File: config.mk
export PLATFORM = sky130hd
export DESIGN_NAME = storage_latency_histogram_monitor_core
export DESIGN_NICKNAME = d
export VERILOG_FILES = /design/src/slhm_pkg.sv /design/src/storage_latency_histogram_monitor_core.sv /design/src/slhm_hist_mem.sv /design/src/slhm_out_fifo.sv
export SDC_FILE = /design/constraint.sdc
export NUM_CORES = 2
export LEC_CHECK = 0
export BUFFER_PORTS_ARGS = -buffer_cell sky130_fd_sc_hd__buf_2
export CORE_ASPECT_RATIO = 1.25
export CORE_UTILIZATION = 63
export DETAILED_ROUTE_END_ITERATION = 12
export GPL_ROUTABILITY_DRIVEN = 0
export PLACE_DENSITY = 0.8
export SLEW_MARGIN = 40
export SYNTH_ARGS = -nofsm -noshare
export SYNTH_HDL_FRONTEND = slang
export SYNTH_HIERARCHICAL = 1
export SYNTH_SLANG_ARGS = --single-unit
File: constraint.sdc
create_clock -name clock -period 17.85 [get_ports clock]
set_clock_uncertainty 0.1 [all_clocks]
set_input_delay 2.6775 -clock clock [delete_from_list [all_inputs] [get_ports clock]]
set_output_delay 2.6775 -clock clock [all_outputs]
set_load 0.01 [all_outputs]
File: src/slhm_pkg.sv
// ----------------------------------------------------------------------------
// slhm_pkg
// types and constants of the storage latency histogram monitor
// ----------------------------------------------------------------------------
package slhm_pkg;

   // request modes
   localparam logic [1:0] MODE_BEGIN   = 2'd0;
   localparam logic [1:0] MODE_END     = 2'd1;
   localparam logic [1:0] MODE_COUNTER = 2'd2;
   localparam logic [1:0] MODE_NONE    = 2'd3;

   // record kinds
   localparam logic [2:0] KIND_WAKE      = 3'd0;
   localparam logic [2:0] KIND_RD_BEGIN  = 3'd1;
   localparam logic [2:0] KIND_WR_BEGIN  = 3'd2;
   localparam logic [2:0] KIND_RD_END    = 3'd3;
   localparam logic [2:0] KIND_WR_END    = 3'd4;
   localparam logic [2:0] KIND_COUNTER   = 3'd5;

   // scalar counter numbers
   localparam int NUM_SCALARS = 10;
   localparam logic [3:0] SC_RD_CNT   = 4'd0;
   localparam logic [3:0] SC_WR_CNT   = 4'd1;
   localparam logic [3:0] SC_WAKE_CNT = 4'd2;
   localparam logic [3:0] SC_WAKE_MAX = 4'd3;
   localparam logic [3:0] SC_RD_MAX   = 4'd4;
   localparam logic [3:0] SC_WR_MAX   = 4'd5;
   localparam logic [3:0] SC_RD_SEQ   = 4'd6;
   localparam logic [3:0] SC_RD_DIS   = 4'd7;
   localparam logic [3:0] SC_WR_SEQ   = 4'd8;
   localparam logic [3:0] SC_WR_DIS   = 4'd9;

   localparam logic [31:0] WAKE_GAP_RESET = 32'd100;

   localparam int REQ_DATA_W = 144;
   localparam int REQ_USER_W = 3;
   localparam int RSP_DATA_W = 104;
   localparam int RSP_USER_W = 3;

   typedef struct packed {
      logic [2:0]  kind;
      logic [7:0]  drive;
      logic [31:0] word_a;
      logic [31:0] word_b;
      logic [31:0] word_c;
      logic        last;
   } slhm_result_type;

   // position of the highest set bit, zero for zero
   function automatic logic [4:0] msb_pos(input logic [31:0] t);
      logic [4:0] p;
      p = 5'd0;
      for (int i = 0; i < 32; i++) begin
         if (t[i]) p = 5'(i);
      end
      return p;
   endfunction

endpackage

File: src/storage_latency_histogram_monitor_core.sv
// ----------------------------------------------------------------------------
// storage_latency_histogram_monitor_core
// request begin/end monitor with log2 latency histograms and counters
// ----------------------------------------------------------------------------
// channel  direction  tdata                          tuser
// req      in         drive..counter_index           mode, is_write
// rsp      out        drive_out, word_a..word_c      record_kind (tlast = last)
// csr      in         wake_gap_threshold write       -
//
// a request first reads the histogram ram, then updates counters, writes the
// bucket back and queues the results.
// a begin that wakes the drive queues two results, all others one or none.
// reset clears the scalars directly and the histograms via the ram valid bits.
// requests stall while busy or while the result queue holds over two results.
// ----------------------------------------------------------------------------
module storage_latency_histogram_monitor_core #(
   parameter int HIST_BUCKETS = 16
) (
   input  logic                              clock,
   input  logic                              reset,
   input  logic                              req_tvalid,
   output logic                              req_tready,
   // drive[7:0] start_lba[55:8] block_count[71:56] status_code[103:72]
   // now[135:104] counter_index[141:136] zero[143:142]
   input  logic [slhm_pkg::REQ_DATA_W-1:0]   req_tdata,
   // mode[1:0] is_write[2]
   input  logic [slhm_pkg::REQ_USER_W-1:0]   req_tuser,
   output logic                              rsp_tvalid,
   input  logic                              rsp_tready,
   // drive_out[7:0] word_a[39:8] word_b[71:40] word_c[103:72]
   output logic [slhm_pkg::RSP_DATA_W-1:0]   rsp_tdata,
   // record_kind[2:0]
   output logic [slhm_pkg::RSP_USER_W-1:0]   rsp_tuser,
   output logic                              rsp_tlast,
   input  logic                              csr_wr_en,
   input  logic [31:0]                       csr_wr_data
);
   import slhm_pkg::*;

   localparam int MEM_DEPTH = 2 * HIST_BUCKETS;
   localparam int HIST_AW   = $clog2(MEM_DEPTH);
   localparam int BIN_W     = $clog2(HIST_BUCKETS);
   localparam logic [4:0] POS_MAX = 5'(HIST_BUCKETS - 1);

   typedef struct packed {
      logic [1:0]         mode;
      logic               wr;
      logic [7:0]         drive;
      logic [47:0]        start;
      logic [15:0]        count;
      logic [31:0]        status;
      logic [31:0]        now;
      logic [5:0]         idx;
      logic [31:0]        elapsed;
      logic [HIST_AW-1:0] bin_addr;
   } stage_type;

   // request unpack
   logic [1:0]  in_mode;
   logic        in_wr;
   logic [31:0] in_now;
   logic [5:0]  in_idx;
   logic        accept;

   assign in_mode = req_tuser[1:0];
   assign in_wr   = req_tuser[2];
   assign in_now  = req_tdata[135:104];
   assign in_idx  = req_tdata[141:136];

   // state
   logic        busy_ff, busy_in;
   stage_type   st_ff;
   logic [31:0] thresh_ff, thresh_in;
   logic [31:0] rd_begin_ff, rd_begin_in;
   logic [31:0] wr_begin_ff, wr_begin_in;
   logic [31:0] last_end_ff, last_end_in;
   logic [48:0] rd_next_ff, rd_next_in;
   logic [48:0] wr_next_ff, wr_next_in;
   logic        seen_any_ff, seen_any_in;
   logic        seen_rd_ff, seen_rd_in;
   logic        seen_wr_ff, seen_wr_in;
   logic [31:0] scalar_ff [NUM_SCALARS];
   logic [31:0] scalar_in [NUM_SCALARS];

   logic fifo_room;

   assign accept     = req_tvalid && req_tready;
   assign req_tready = !busy_ff && fifo_room;

   // first step: elapsed time, bucket and ram address
   logic [31:0]        acc_elapsed;
   logic [4:0]         acc_pos;
   logic [BIN_W-1:0]   acc_bin;
   logic [HIST_AW-1:0] acc_bin_addr;
   logic [6:0]         acc_off;
   logic [HIST_AW-1:0] rd_addr;

   always_comb begin
      acc_elapsed  = in_now - (in_wr ? wr_begin_ff : rd_begin_ff);
      acc_pos      = msb_pos(acc_elapsed);
      acc_bin      = (acc_pos > POS_MAX) ? BIN_W'(POS_MAX) : BIN_W'(acc_pos);
      acc_bin_addr = in_wr ? HIST_AW'(HIST_BUCKETS) + HIST_AW'(acc_bin)
                           : HIST_AW'(acc_bin);
      acc_off      = {1'b0, in_idx} - 7'(NUM_SCALARS);
      rd_addr      = (in_mode == MODE_END) ? acc_bin_addr : acc_off[HIST_AW-1:0];
   end

   always_ff @(posedge clock) begin
      if (accept) begin
         st_ff.mode     <= in_mode;
         st_ff.wr       <= in_wr;
         st_ff.drive    <= req_tdata[7:0];
         st_ff.start    <= req_tdata[55:8];
         st_ff.count    <= req_tdata[71:56];
         st_ff.status   <= req_tdata[103:72];
         st_ff.now      <= in_now;
         st_ff.idx      <= in_idx;
         st_ff.elapsed  <= acc_elapsed;
         st_ff.bin_addr <= acc_bin_addr;
      end
   end

   // histogram ram
   logic [31:0] hist_rdata;
   logic        hist_wr_en;

   assign hist_wr_en = busy_ff && (st_ff.mode == MODE_END);

   slhm_hist_mem #(
      .DEPTH (MEM_DEPTH),
      .AW    (HIST_AW)
   ) u_hist_mem (
      .clock   (clock),
      .reset   (reset),
      .rd_en   (accept),
      .rd_addr (rd_addr),
      .rd_data (hist_rdata),
      .wr_en   (hist_wr_en),
      .wr_addr (st_ff.bin_addr),
      .wr_data (hist_rdata + 32'd1)
   );

   // second step: counters and results
   logic [31:0]     gap;
   logic            wake;
   logic [6:0]      s_idx7;
   logic [6:0]      s_off;
   logic [48:0]     start49;
   logic [48:0]     next_lba;
   logic            seq;
   logic [31:0]     cnt_value;
   logic            push0_valid, push1_valid;
   slhm_result_type push0_data, push1_data;

   always_comb begin
      gap      = st_ff.now - last_end_ff;
      wake     = seen_any_ff && (gap > thresh_ff);
      s_idx7   = {1'b0, st_ff.idx};
      s_off    = s_idx7 - 7'(NUM_SCALARS);
      start49  = {1'b0, st_ff.start};
      next_lba = start49 + 49'(st_ff.count);
      seq      = start49 == (st_ff.wr ? wr_next_ff : rd_next_ff);

      if (s_idx7 < 7'(NUM_SCALARS)) begin
         cnt_value = scalar_ff[st_ff.idx[3:0]];
      end else if (s_off < 7'(MEM_DEPTH)) begin
         cnt_value = hist_rdata;
      end else begin
         cnt_value = 32'd0;
      end

      busy_in     = accept;
      thresh_in   = csr_wr_en ? csr_wr_data : thresh_ff;
      rd_begin_in = rd_begin_ff;
      wr_begin_in = wr_begin_ff;
      last_end_in = last_end_ff;
      rd_next_in  = rd_next_ff;
      wr_next_in  = wr_next_ff;
      seen_any_in = seen_any_ff;
      seen_rd_in  = seen_rd_ff;
      seen_wr_in  = seen_wr_ff;
      for (int i = 0; i < NUM_SCALARS; i++) scalar_in[i] = scalar_ff[i];

      push0_valid = 1'b0;
      push1_valid = 1'b0;
      push0_data  = '0;
      push1_data  = '0;

      if (busy_ff) begin
         unique case (st_ff.mode)
            MODE_BEGIN: begin
               if (st_ff.wr) wr_begin_in = st_ff.now;
               else rd_begin_in = st_ff.now;
               push0_valid = 1'b1;
               if (wake) begin
                  scalar_in[SC_WAKE_CNT] = scalar_ff[SC_WAKE_CNT] + 32'd1;
                  if (gap > scalar_ff[SC_WAKE_MAX]) scalar_in[SC_WAKE_MAX] = gap;
                  push0_data = '{KIND_WAKE, st_ff.drive, gap, st_ff.start[31:0],
                                 32'(st_ff.count), 1'b0};
                  push1_valid = 1'b1;
                  push1_data = '{st_ff.wr ? KIND_WR_BEGIN : KIND_RD_BEGIN, st_ff.drive,
                                 st_ff.start[31:0], 32'(st_ff.count), st_ff.now, 1'b1};
               end else begin
                  push0_data = '{st_ff.wr ? KIND_WR_BEGIN : KIND_RD_BEGIN, st_ff.drive,
                                 st_ff.start[31:0], 32'(st_ff.count), st_ff.now, 1'b1};
               end
            end
            MODE_END: begin
               if (st_ff.wr) begin
                  scalar_in[SC_WR_CNT] = scalar_ff[SC_WR_CNT] + 32'd1;
                  if (st_ff.elapsed > scalar_ff[SC_WR_MAX])
                     scalar_in[SC_WR_MAX] = st_ff.elapsed;
                  if (seen_wr_ff) begin
                     if (seq) scalar_in[SC_WR_SEQ] = scalar_ff[SC_WR_SEQ] + 32'd1;
                     else scalar_in[SC_WR_DIS] = scalar_ff[SC_WR_DIS] + 32'd1;
                  end
                  wr_next_in = next_lba;
                  seen_wr_in = 1'b1;
               end else begin
                  scalar_in[SC_RD_CNT] = scalar_ff[SC_RD_CNT] + 32'd1;
                  if (st_ff.elapsed > scalar_ff[SC_RD_MAX])
                     scalar_in[SC_RD_MAX] = st_ff.elapsed;
                  if (seen_rd_ff) begin
                     if (seq) scalar_in[SC_RD_SEQ] = scalar_ff[SC_RD_SEQ] + 32'd1;
                     else scalar_in[SC_RD_DIS] = scalar_ff[SC_RD_DIS] + 32'd1;
                  end
                  rd_next_in = next_lba;
                  seen_rd_in = 1'b1;
               end
               last_end_in = st_ff.now;
               seen_any_in = 1'b1;
               push0_valid = 1'b1;
               push0_data  = '{st_ff.wr ? KIND_WR_END : KIND_RD_END, st_ff.drive,
                               st_ff.start[31:0], st_ff.elapsed, st_ff.status, 1'b1};
            end
            MODE_COUNTER: begin
               push0_valid = 1'b1;
               push0_data  = '{KIND_COUNTER, 8'd0, cnt_value, 32'd0, 32'd0, 1'b1};
            end
            MODE_NONE: begin
            end
         endcase
      end
   end

   always_ff @(posedge clock) begin
      if (reset) begin
         busy_ff     <= 1'b0;
         thresh_ff   <= WAKE_GAP_RESET;
         rd_begin_ff <= 32'd0;
         wr_begin_ff <= 32'd0;
         last_end_ff <= 32'd0;
         rd_next_ff  <= 49'd0;
         wr_next_ff  <= 49'd0;
         seen_any_ff <= 1'b0;
         seen_rd_ff  <= 1'b0;
         seen_wr_ff  <= 1'b0;
         for (int i = 0; i < NUM_SCALARS; i++) scalar_ff[i] <= 32'd0;
      end else begin
         busy_ff     <= busy_in;
         thresh_ff   <= thresh_in;
         rd_begin_ff <= rd_begin_in;
         wr_begin_ff <= wr_begin_in;
         last_end_ff <= last_end_in;
         rd_next_ff  <= rd_next_in;
         wr_next_ff  <= wr_next_in;
         seen_any_ff <= seen_any_in;
         seen_rd_ff  <= seen_rd_in;
         seen_wr_ff  <= seen_wr_in;
         for (int i = 0; i < NUM_SCALARS; i++) scalar_ff[i] <= scalar_in[i];
      end
   end

   // result queue
   slhm_result_type out_data;

   slhm_out_fifo u_out_fifo (
      .clock       (clock),
      .reset       (reset),
      .push0_valid (push0_valid),
      .push0_data  (push0_data),
      .push1_valid (push1_valid),
      .push1_data  (push1_data),
      .room        (fifo_room),
      .out_valid   (rsp_tvalid),
      .out_ready   (rsp_tready),
      .out_data    (out_data)
   );

   assign rsp_tdata = {out_data.word_c, out_data.word_b, out_data.word_a, out_data.drive};
   assign rsp_tuser = out_data.kind;
   assign rsp_tlast = out_data.last;
endmodule

File: src/slhm_hist_mem.sv
// ----------------------------------------------------------------------------
// slhm_hist_mem
// histogram ram with registered read and per-entry valid bits
// ----------------------------------------------------------------------------
module slhm_hist_mem #(
   parameter int DEPTH = 32,
   parameter int AW    = 5
) (
   input  logic          clock,
   input  logic          reset,
   input  logic          rd_en,
   input  logic [AW-1:0] rd_addr,
   output logic [31:0]   rd_data,
   input  logic          wr_en,
   input  logic [AW-1:0] wr_addr,
   input  logic [31:0]   wr_data
);
   logic [31:0]      mem_ff [DEPTH];
   logic [DEPTH-1:0] valid_ff;
   logic [31:0]      rdata_ff;
   logic             rvalid_ff;

   always_ff @(posedge clock) begin
      if (wr_en) begin
         mem_ff[wr_addr] <= wr_data;
      end
      if (rd_en) begin
         rdata_ff <= mem_ff[rd_addr];
      end
   end

   // entries never written since reset read as zero
   always_ff @(posedge clock) begin
      if (reset) begin
         valid_ff  <= '0;
         rvalid_ff <= 1'b0;
      end else begin
         if (wr_en) valid_ff[wr_addr] <= 1'b1;
         if (rd_en) rvalid_ff <= valid_ff[rd_addr];
      end
   end

   assign rd_data = rvalid_ff ? rdata_ff : 32'd0;
endmodule

File: src/slhm_out_fifo.sv
// ----------------------------------------------------------------------------
// slhm_out_fifo
// four-entry result queue taking up to two results per cycle
// ----------------------------------------------------------------------------
module slhm_out_fifo (
   input  logic                     clock,
   input  logic                     reset,
   input  logic                     push0_valid,
   input  slhm_pkg::slhm_result_type push0_data,
   input  logic                     push1_valid,
   input  slhm_pkg::slhm_result_type push1_data,
   output logic                     room,
   output logic                     out_valid,
   input  logic                     out_ready,
   output slhm_pkg::slhm_result_type out_data
);
   import slhm_pkg::*;

   slhm_result_type mem_ff [4];
   logic [1:0] wptr_ff, wptr_in;
   logic [1:0] rptr_ff, rptr_in;
   logic [2:0] count_ff, count_in;
   logic       pop;
   logic [1:0] npush;

   assign pop   = out_valid && out_ready;
   assign npush = 2'(push0_valid) + 2'(push0_valid && push1_valid);

   always_comb begin
      wptr_in  = wptr_ff + npush;
      rptr_in  = rptr_ff + 2'(pop);
      count_in = count_ff + 3'(npush) - 3'(pop);
   end

   always_ff @(posedge clock) begin
      if (push0_valid) mem_ff[wptr_ff] <= push0_data;
      if (push0_valid && push1_valid) mem_ff[wptr_ff + 2'd1] <= push1_data;
   end

   always_ff @(posedge clock) begin
      if (reset) begin
         wptr_ff  <= 2'd0;
         rptr_ff  <= 2'd0;
         count_ff <= 3'd0;
      end else begin
         wptr_ff  <= wptr_in;
         rptr_ff  <= rptr_in;
         count_ff <= count_in;
      end
   end

   // space for the two results one request can cause
   assign room      = count_ff <= 3'd2;
   assign out_valid = count_ff != 3'd0;
   assign out_data  = mem_ff[rptr_ff];
endmodule

---- After elaboration in Yosys (flattened, before gate mapping) ----
Memory sizes are Yosys's and may differ from the RTL's. A register that Yosys moved wholly into a read port is not among the register bits.
Cells that the tools add are included.
operators by class
  equal/unequal tests ..................... 45
  magnitude comparators ................... 11
  add/subtract/negate cells ............... 20
  multiplexer cells ....................... 97
  reduce and logical (&&, ||, !) cells .... 26
  bitwise logic cells ..................... 12
operators by type and width
  kind                                                        count
  2-to-1 mux 32 bit                                           25
  2-to-1 mux 64 bit                                           7
  2-to-1 mux 107 bit                                          4
  one-hot mux 108 bit (3 select lines)                        1
  2-to-1 mux 320 bit                                          1
  adder 32 x 1 -> 32 bit, second input constant               8
  2-to-1 mux 192 bit                                          1
  2-to-1 mux 5 bit                                            32
  greater-than comparator 32 bit                              4
  2-to-1 mux 108 bit                                          1
  subtractor 32 bit                                           2
  adder 48 x 16 -> 49 bit                                     1
  == test 48 x 49 -> 1 bit                                    1
  2-to-1 mux 49 bit                                           1
  OR 32 bit                                                   1
  inequality test 3 bit, second input constant                10
  inequality test 4 bit, second input constant                7
  AND reduction 6 bit                                         4
  inequality test 2 bit, second input constant                10
  inequality test 5 bit, second input constant                4
  2-to-1 mux 1 bit                                            17
  AND reduction 5 bit                                         3
  less-than comparator 5 x 6 -> 1 bit, second input constant  2
  AND reduction 3 bit                                         4
  other kinds (31)                                            60
storage, ports and cells
  flip-flop bits (word level) ............. 452
  bits in writable memories ............... 1776
  memories ................................ 3
  input port bits ......................... 184
memory list
  name               depth  bits a word  rd ports  clocked after memory_dff  write ports  RTL line                                      RTL
  u_hist_mem.mem_ff  32     32           1         1                         1            slhm_hist_mem.sv:18                           logic [31:0] mem_ff [DEPTH];
  u_out_fifo.mem_ff  4      108          1         1                         2            slhm_out_fifo.sv:19                           slhm_result_type mem_ff [4];
  scalar_ff          10     32           11        1                         10           storage_latency_histogram_monitor_core.sv:82  logic [31:0] scalar_ff [NUM_SCALARS];

---- Longest topological paths before layout ----
  word-level depth ........................ 40
  depth in mapped cells ................... 33

---- By module ----
Netlist, hierarchy kept.
modules (own cells, without submodules)
  module                                  area each (um2)  sequential area each (um2)  cells an instance  times used
  storage_latency_histogram_monitor_core  42160.4          16525.8                     4723               1
  slhm_hist_mem                           41305.9          32371.0                     1710               1
  slhm_out_fifo                           21408.0          13112.6                     1095               1

---- Worst setup path after synthesis ----
OpenSTA, ideal clock, no wires.
  kind .................................... reg-to-reg
  start ................................... register st_ff[43] (netlist bit)
  end ..................................... memory u_out_fifo/mem_ff[2][0] (netlist bit), enable pin
  data required time ...................... 17.010 ns
  library setup time ...................... 0.740 ns
  arrival ................................. 12.353 ns
  stages on the path, launching flop included .. 27
  buffers on the path ..................... 2
  period minus slack after synthesis ...... 13.193 ns
  setup slack ............................. 4.657 ns
  cell sequence ........................... edfxtp_1 -> inv_1 -> ha_1 -> inv_1 -> fa_1 -> a21o_1 -> a21oi_1 -> o211ai_1 -> o211ai_1 -> a32oi_1 -> a31oi_1 -> o31ai_1 -> mux2i_1 -> o2111ai_1 -> ha_1 -> nand4_1 -> nor2_1 -> nand2_1 -> o41ai_1 -> nor3_1 -> o21a_1 -> nor2_1 -> inv_1 -> clkbuf_1 -> buf_4 -> nand3b_1 -> a21boi_0
RTL lines
  what                RTL line                                      RTL
  start: declaration  storage_latency_histogram_monitor_core.sv:72  stage_type st_ff;
  end: declaration    slhm_out_fifo.sv:19

---- Final worst setup path ----
  start ................................... input port req_tuser[2] (netlist bit)
  end ..................................... register u_hist_mem.rdata_ff[28] (read register of u_hist_mem.mem_ff), data pin
RTL lines
  what                                    RTL line                                       RTL
  start: declaration                      storage_latency_histogram_monitor_core.sv:27   input logic [slhm_pkg::REQ_USER_W-1:0] req_tuser,
  2-to-1 mux 32 bit *                     storage_latency_histogram_monitor_core.sv:99   acc_elapsed = in_now - (in_wr ? wr_begin_ff : rd_begin_ff);
  subtractor 32 bit *                     storage_latency_histogram_monitor_core.sv:99
  via acc_elapsed[7]                      storage_latency_histogram_monitor_core.sv:91   logic [31:0] acc_elapsed;
  2-to-1 mux 5 bit * (25 in series)       slhm_pkg.sv:55                                 if (t[i]) p = 5'(i);
  greater-than comparator 5 x 4 -> 1 bit  storage_latency_histogram_monitor_core.sv:101  acc_bin = (acc_pos > POS_MAX) ? BIN_W'(POS_MAX) : BIN_W'(acc_pos);
  2-to-1 mux 4 bit *                      storage_latency_histogram_monitor_core.sv:101
  adder 5 x 4 -> 5 bit                    storage_latency_histogram_monitor_core.sv:102  acc_bin_addr = in_wr ? HIST_AW'(HIST_BUCKETS) + HIST_AW'(acc_bin)
  2-to-1 mux 5 bit *                      storage_latency_histogram_monitor_core.sv:102
  2-to-1 mux 5 bit *                      storage_latency_histogram_monitor_core.sv:105  rd_addr = (in_mode == MODE_END) ? acc_bin_addr : acc_off[HIST_AW-1:0];
  via rd_addr[1]                          storage_latency_histogram_monitor_core.sv:96   logic [HIST_AW-1:0] rd_addr;
  end: declaration                        slhm_hist_mem.sv:20                            logic [31:0] rdata_ff;
Mark *: on every way through the listed nets, which the timed path passes. The rest lies on a longest branch.
A chain may end at the register's enable or synchronous reset.

==> key figures <==
Yosys
  – Yosys warning count: 6
  – Synthesized cell area: around 100,000 sq um
  – Post-synthesis sequential area ratio: 59.1%
  – Post-synth EDFFs: roughly 1,700
  – Top FF cell, synth: edfxtp_1
  – Mean Syn Cell Area: roughly 14 sq um
  – Flops & latches, synth: 2,263
  – Synth top area share: roughly 48%
  – Post-synth cell types: 95
  – Synth Instances: 7,528
  – Async SR Flop Fraction: 0%
  – Dominant cells by area after synthesis: edfxtp_1, dfxtp_1, mux4_2, mux2_2, ha_1
  – Cell taking the most area after synthesis: edfxtp_1

Place
  – HPWL after detailed placement: 192,000 um
  – I/O Buffers: 291
  – Placed cells: about 9,800
  – DP Worst Slack: ~7.4 ns
  – Post-placement cell area: between 100,000 and 150,000 sq um

Route
  – Met1 wire length: 105,000 um
  – Post-DRT Antenna Nets: 0
  – WL/cell: 31.0 um
  – Via count: roughly 70,000
  – Routed WL: 317,000 um
  – Number of remaining DRC errors: 0
  – Via density: 6.82
  – Pre-antenna DRT Iters: 10
  – Iter 0 DRT Violations: 9,181
  – Top layer in use: met5
  – Metal2 WL: 150,000 um
  – Metal3 WL: about 35,000 um

Job
  – # Max-Cap Violations: 0

Timing
  – Relative slew slack: 36.5%
  – Achievable Freq: approximately 0.1 GHz
  – Post-route setup slack: 8.10 ns
  – Endpoints failing setup: 0
  – Slew at the pin closest to its max-slew limit: 0.949 ns
  – Final hold vios: 0
  – RSZ-0062 raised after global routing: false
  – Post-layout min period: just under 10 ns
  – Period utilization: a little over half
  – Final Slew Violations: 0
  – Setup TNS: 0 ns

Clocking
  – CTS hold repair buffers: 0
  – CTS Buffer Depth: 3
  – CTS tree: done
  – # clock sinks: ~2,300
  – Clock root cell: clkbuf_16
  – H-tree Lvls: 4
  – Num CTS Buffers: 208
  – Post-CTS Setup Repair Bufs: 0
  – Later-pin clock latency in the skew report: 0.89 ns
  – # resized after CTS: 0
  – CTS clk-pin slew, worst paths: 0.07 ns

Power
  – Leak pwr: 41.0 nW
  – Overall power: 0.0132 W
  – IR drop worst, VDD: 0.000153 V
  – Power Dens Cells: between 100 and 150 nW/um^2

Finish
  – Most frequent cells in the layout: edfxtp_1, dfxtp_1, nor2_1
  – Commonest non-fill, non-tap cell in the layout: edfxtp_1
  – Synth-to-Final Area Change: 11.6%
  – Finished Cell Area: 117,000 sq um
  – Share of cells above drive strength 1: 22.3%
  – Non-Filler Instances: 10,217
  – Layout Nets: between 8,000 and 9,000

Floorplan
  – Die Area: between 150,000 and 200,000 sq um
  – Chip height: approximately 460 um
  – Chip width: roughly 370 um
  – I/O pins: 294
  – Core area: 165,000 sq um
  – Cell Rows: approximately 170
  – Starting Density: 63.4%

Worst setup path
  – Crit path cell chain: buf_2 -> buf_4 -> mux2_2 -> ha_1 -> nand2b_1 -> a21oi_1 -> nor2_1 -> o311ai_0 -> a311oi_1 -> o311ai_0 -> a21oi_1 -> o21bai_1 -> a21oi_1 -> a31oi_4 -> buf_4 -> buf_6 -> buf_12 -> buf_16 -> mux4_2 -> mux4_2 -> mux2_2
  – Most frequent cell on the critical path: a21oi_1
  – WP buf/inv: 6
  – Critical Path End Type: register
  – Worst Path Arrival: 10.29 ns
  – Largest delay contributor family on the critical path: buffers and inverters
  – R2R Setup Slk: 9.04 ns
  – Crit path largest cell delay: 0.70 ns
  – Crit Path Max Fanout: 86
  – Crit start category: input pin
  – CP Class: in2reg
  – Slowest cell on crit path: o311ai_0
  – Critical Path RT: between 15 and 20 ns

GRT
  – Pin count of the biggest net entering global routing: 104
  – Gr ovfl total: 0
  – Gr usage total: 37.3%
  – Number of global-route vias before repair: 68,584
  – First-pass GRT wire length: around 460,000 um
  – Initial antenna violation count: 32

Min path
  – Hold Path Class: reg2reg

Run status
  – Outcome: complete, no violations
==> layout make-up <==
class	count	area, sq um
flip-flops and latches	2263	62000
diodes	28	70.1
fillers	10316	48400
repair buffers	434	2790
clock buffers	291	5790
multi-input cells	4657	41400
well taps	2197	2750
clock inverters	97	1310
inverters	250	955
==> stage by stage <==
step           util (%)  hold WS (ns)
5_1_grt            70.7         0.370
6_report           70.7         0.354
3_3_place_gp       66.0         0.341
2_1_floorplan         -         0.331
3_5_place_dp       66.3         0.347
4_1_cts            70.6         0.354
==> Yosys cell counts (10+ instances only) <==
| master | count |
|---|---|
| a211oi_1 | 76 |
| a21boi_0 | 10 |
| a21o_1 | 82 |
| a21oi_1 | 344 |
| a222oi_1 | 27 |
| a22o_1 | 33 |
| a22oi_1 | 74 |
| a31oi_1 | 14 |
| and2_1 | 149 |
| and3_1 | 77 |
| and4_1 | 31 |
| buf_1 | 35 |
| buf_2 | 88 |
| buf_6 | 19 |
| clkbuf_1 | 274 |
| dfxtp_1 | 594 |
| edfxtp_1 | 1669 |
| ha_1 | 225 |
| inv_1 | 248 |
| mux2_1 | 92 |
| mux2_2 | 347 |
| mux2_4 | 60 |
| mux2i_1 | 255 |
| mux4_2 | 492 |
| nand2_1 | 528 |
| nand2b_1 | 13 |
| nand3_1 | 119 |
| nand3b_1 | 10 |
| nand4_1 | 87 |
| nor2_1 | 601 |
| nor2b_1 | 55 |
| nor3_1 | 54 |
| nor4_1 | 24 |
| o211ai_1 | 25 |
| o21a_1 | 25 |
| o21ai_0 | 129 |
| o21ai_1 | 14 |
| o21bai_1 | 10 |
| or3_1 | 54 |
| xnor2_1 | 182 |
| xor2_1 | 155 |
==> final timing paths <==
| kind | depth (start not counted) | endpoint | from |
|---|---|---|---|
| worst min-delay path | 2 | wr_begin_ff[18] | wr_begin_ff[18] |
| worst max register to register | 27 | u_out_fifo/mem_ff[3][19] | st_ff[43] |
| worst max-delay path | 21 | u_hist_mem/rdata_ff[28] | req_tuser[2] |
| worst min register to register | 2 | wr_begin_ff[18] | wr_begin_ff[18] |
==> state kept, by name, summed over array words and instances (netlist names), 2 cells and up, named ones only <==
register and count:
u_hist_mem/mem_ff 1024, scalar_ff 320, rd_next_ff 49, wr_begin_ff 32
u_hist_mem/valid_ff 32, u_out_fifo/rptr_ff 2, thresh_ff 32, u_out_fifo/wptr_ff 2
st_ff 175, s_idx7 6, wr_next_ff 49, last_end_ff 32
rd_begin_ff 32, u_hist_mem/rdata_ff 32, u_out_fifo/mem_ff 432, u_out_fifo/count_ff 3
==> per-layer routing <==
metal,GRT usage [%],vias to the layer above
met1,44.2,34503
met4,27.6,24
met5,0,-
met3,8.59,1300
met2,59.8,4804
li1,-,28999
==> tightest hold or removal path: cells and delay by family, from the launching register on <==
kind | cells | cell delay (ns)
DFF | 1 | 0.31
AOI/OAI and AO/OA | 1 | 0.05
and+or+nand+nor | 1 | 0.05
==> logic make-up (layout without fill, tap and decap cells) <==
family	after synthesis	after routing	synth area share (%)
AO/OA/AOI/OAI	939	939	5.78
XOR/XNOR	338	338	2.84
adder cells (fa/ha/maj)	229	229	2.76
buffers and inverters	675	1072	2.69
flip-flops	2263	2263	59.1
multiplexers	1246	1246	18.6
other	1	96	0.00358
AND/OR/NAND/NOR	1837	1837	8.23
==> report_power, final <==
part / switching [W] / internal (W) / leakage, nW / total [W]
sequential: 0.000281 / 0.00593 / 20.2 / 0.00621
combinational: 0.00138 / 0.000889 / 17.4 / 0.00227
clock: 0.00206 / 0.00262 / 3.45 / 0.00468
Power figures use the tool's default switching activity.
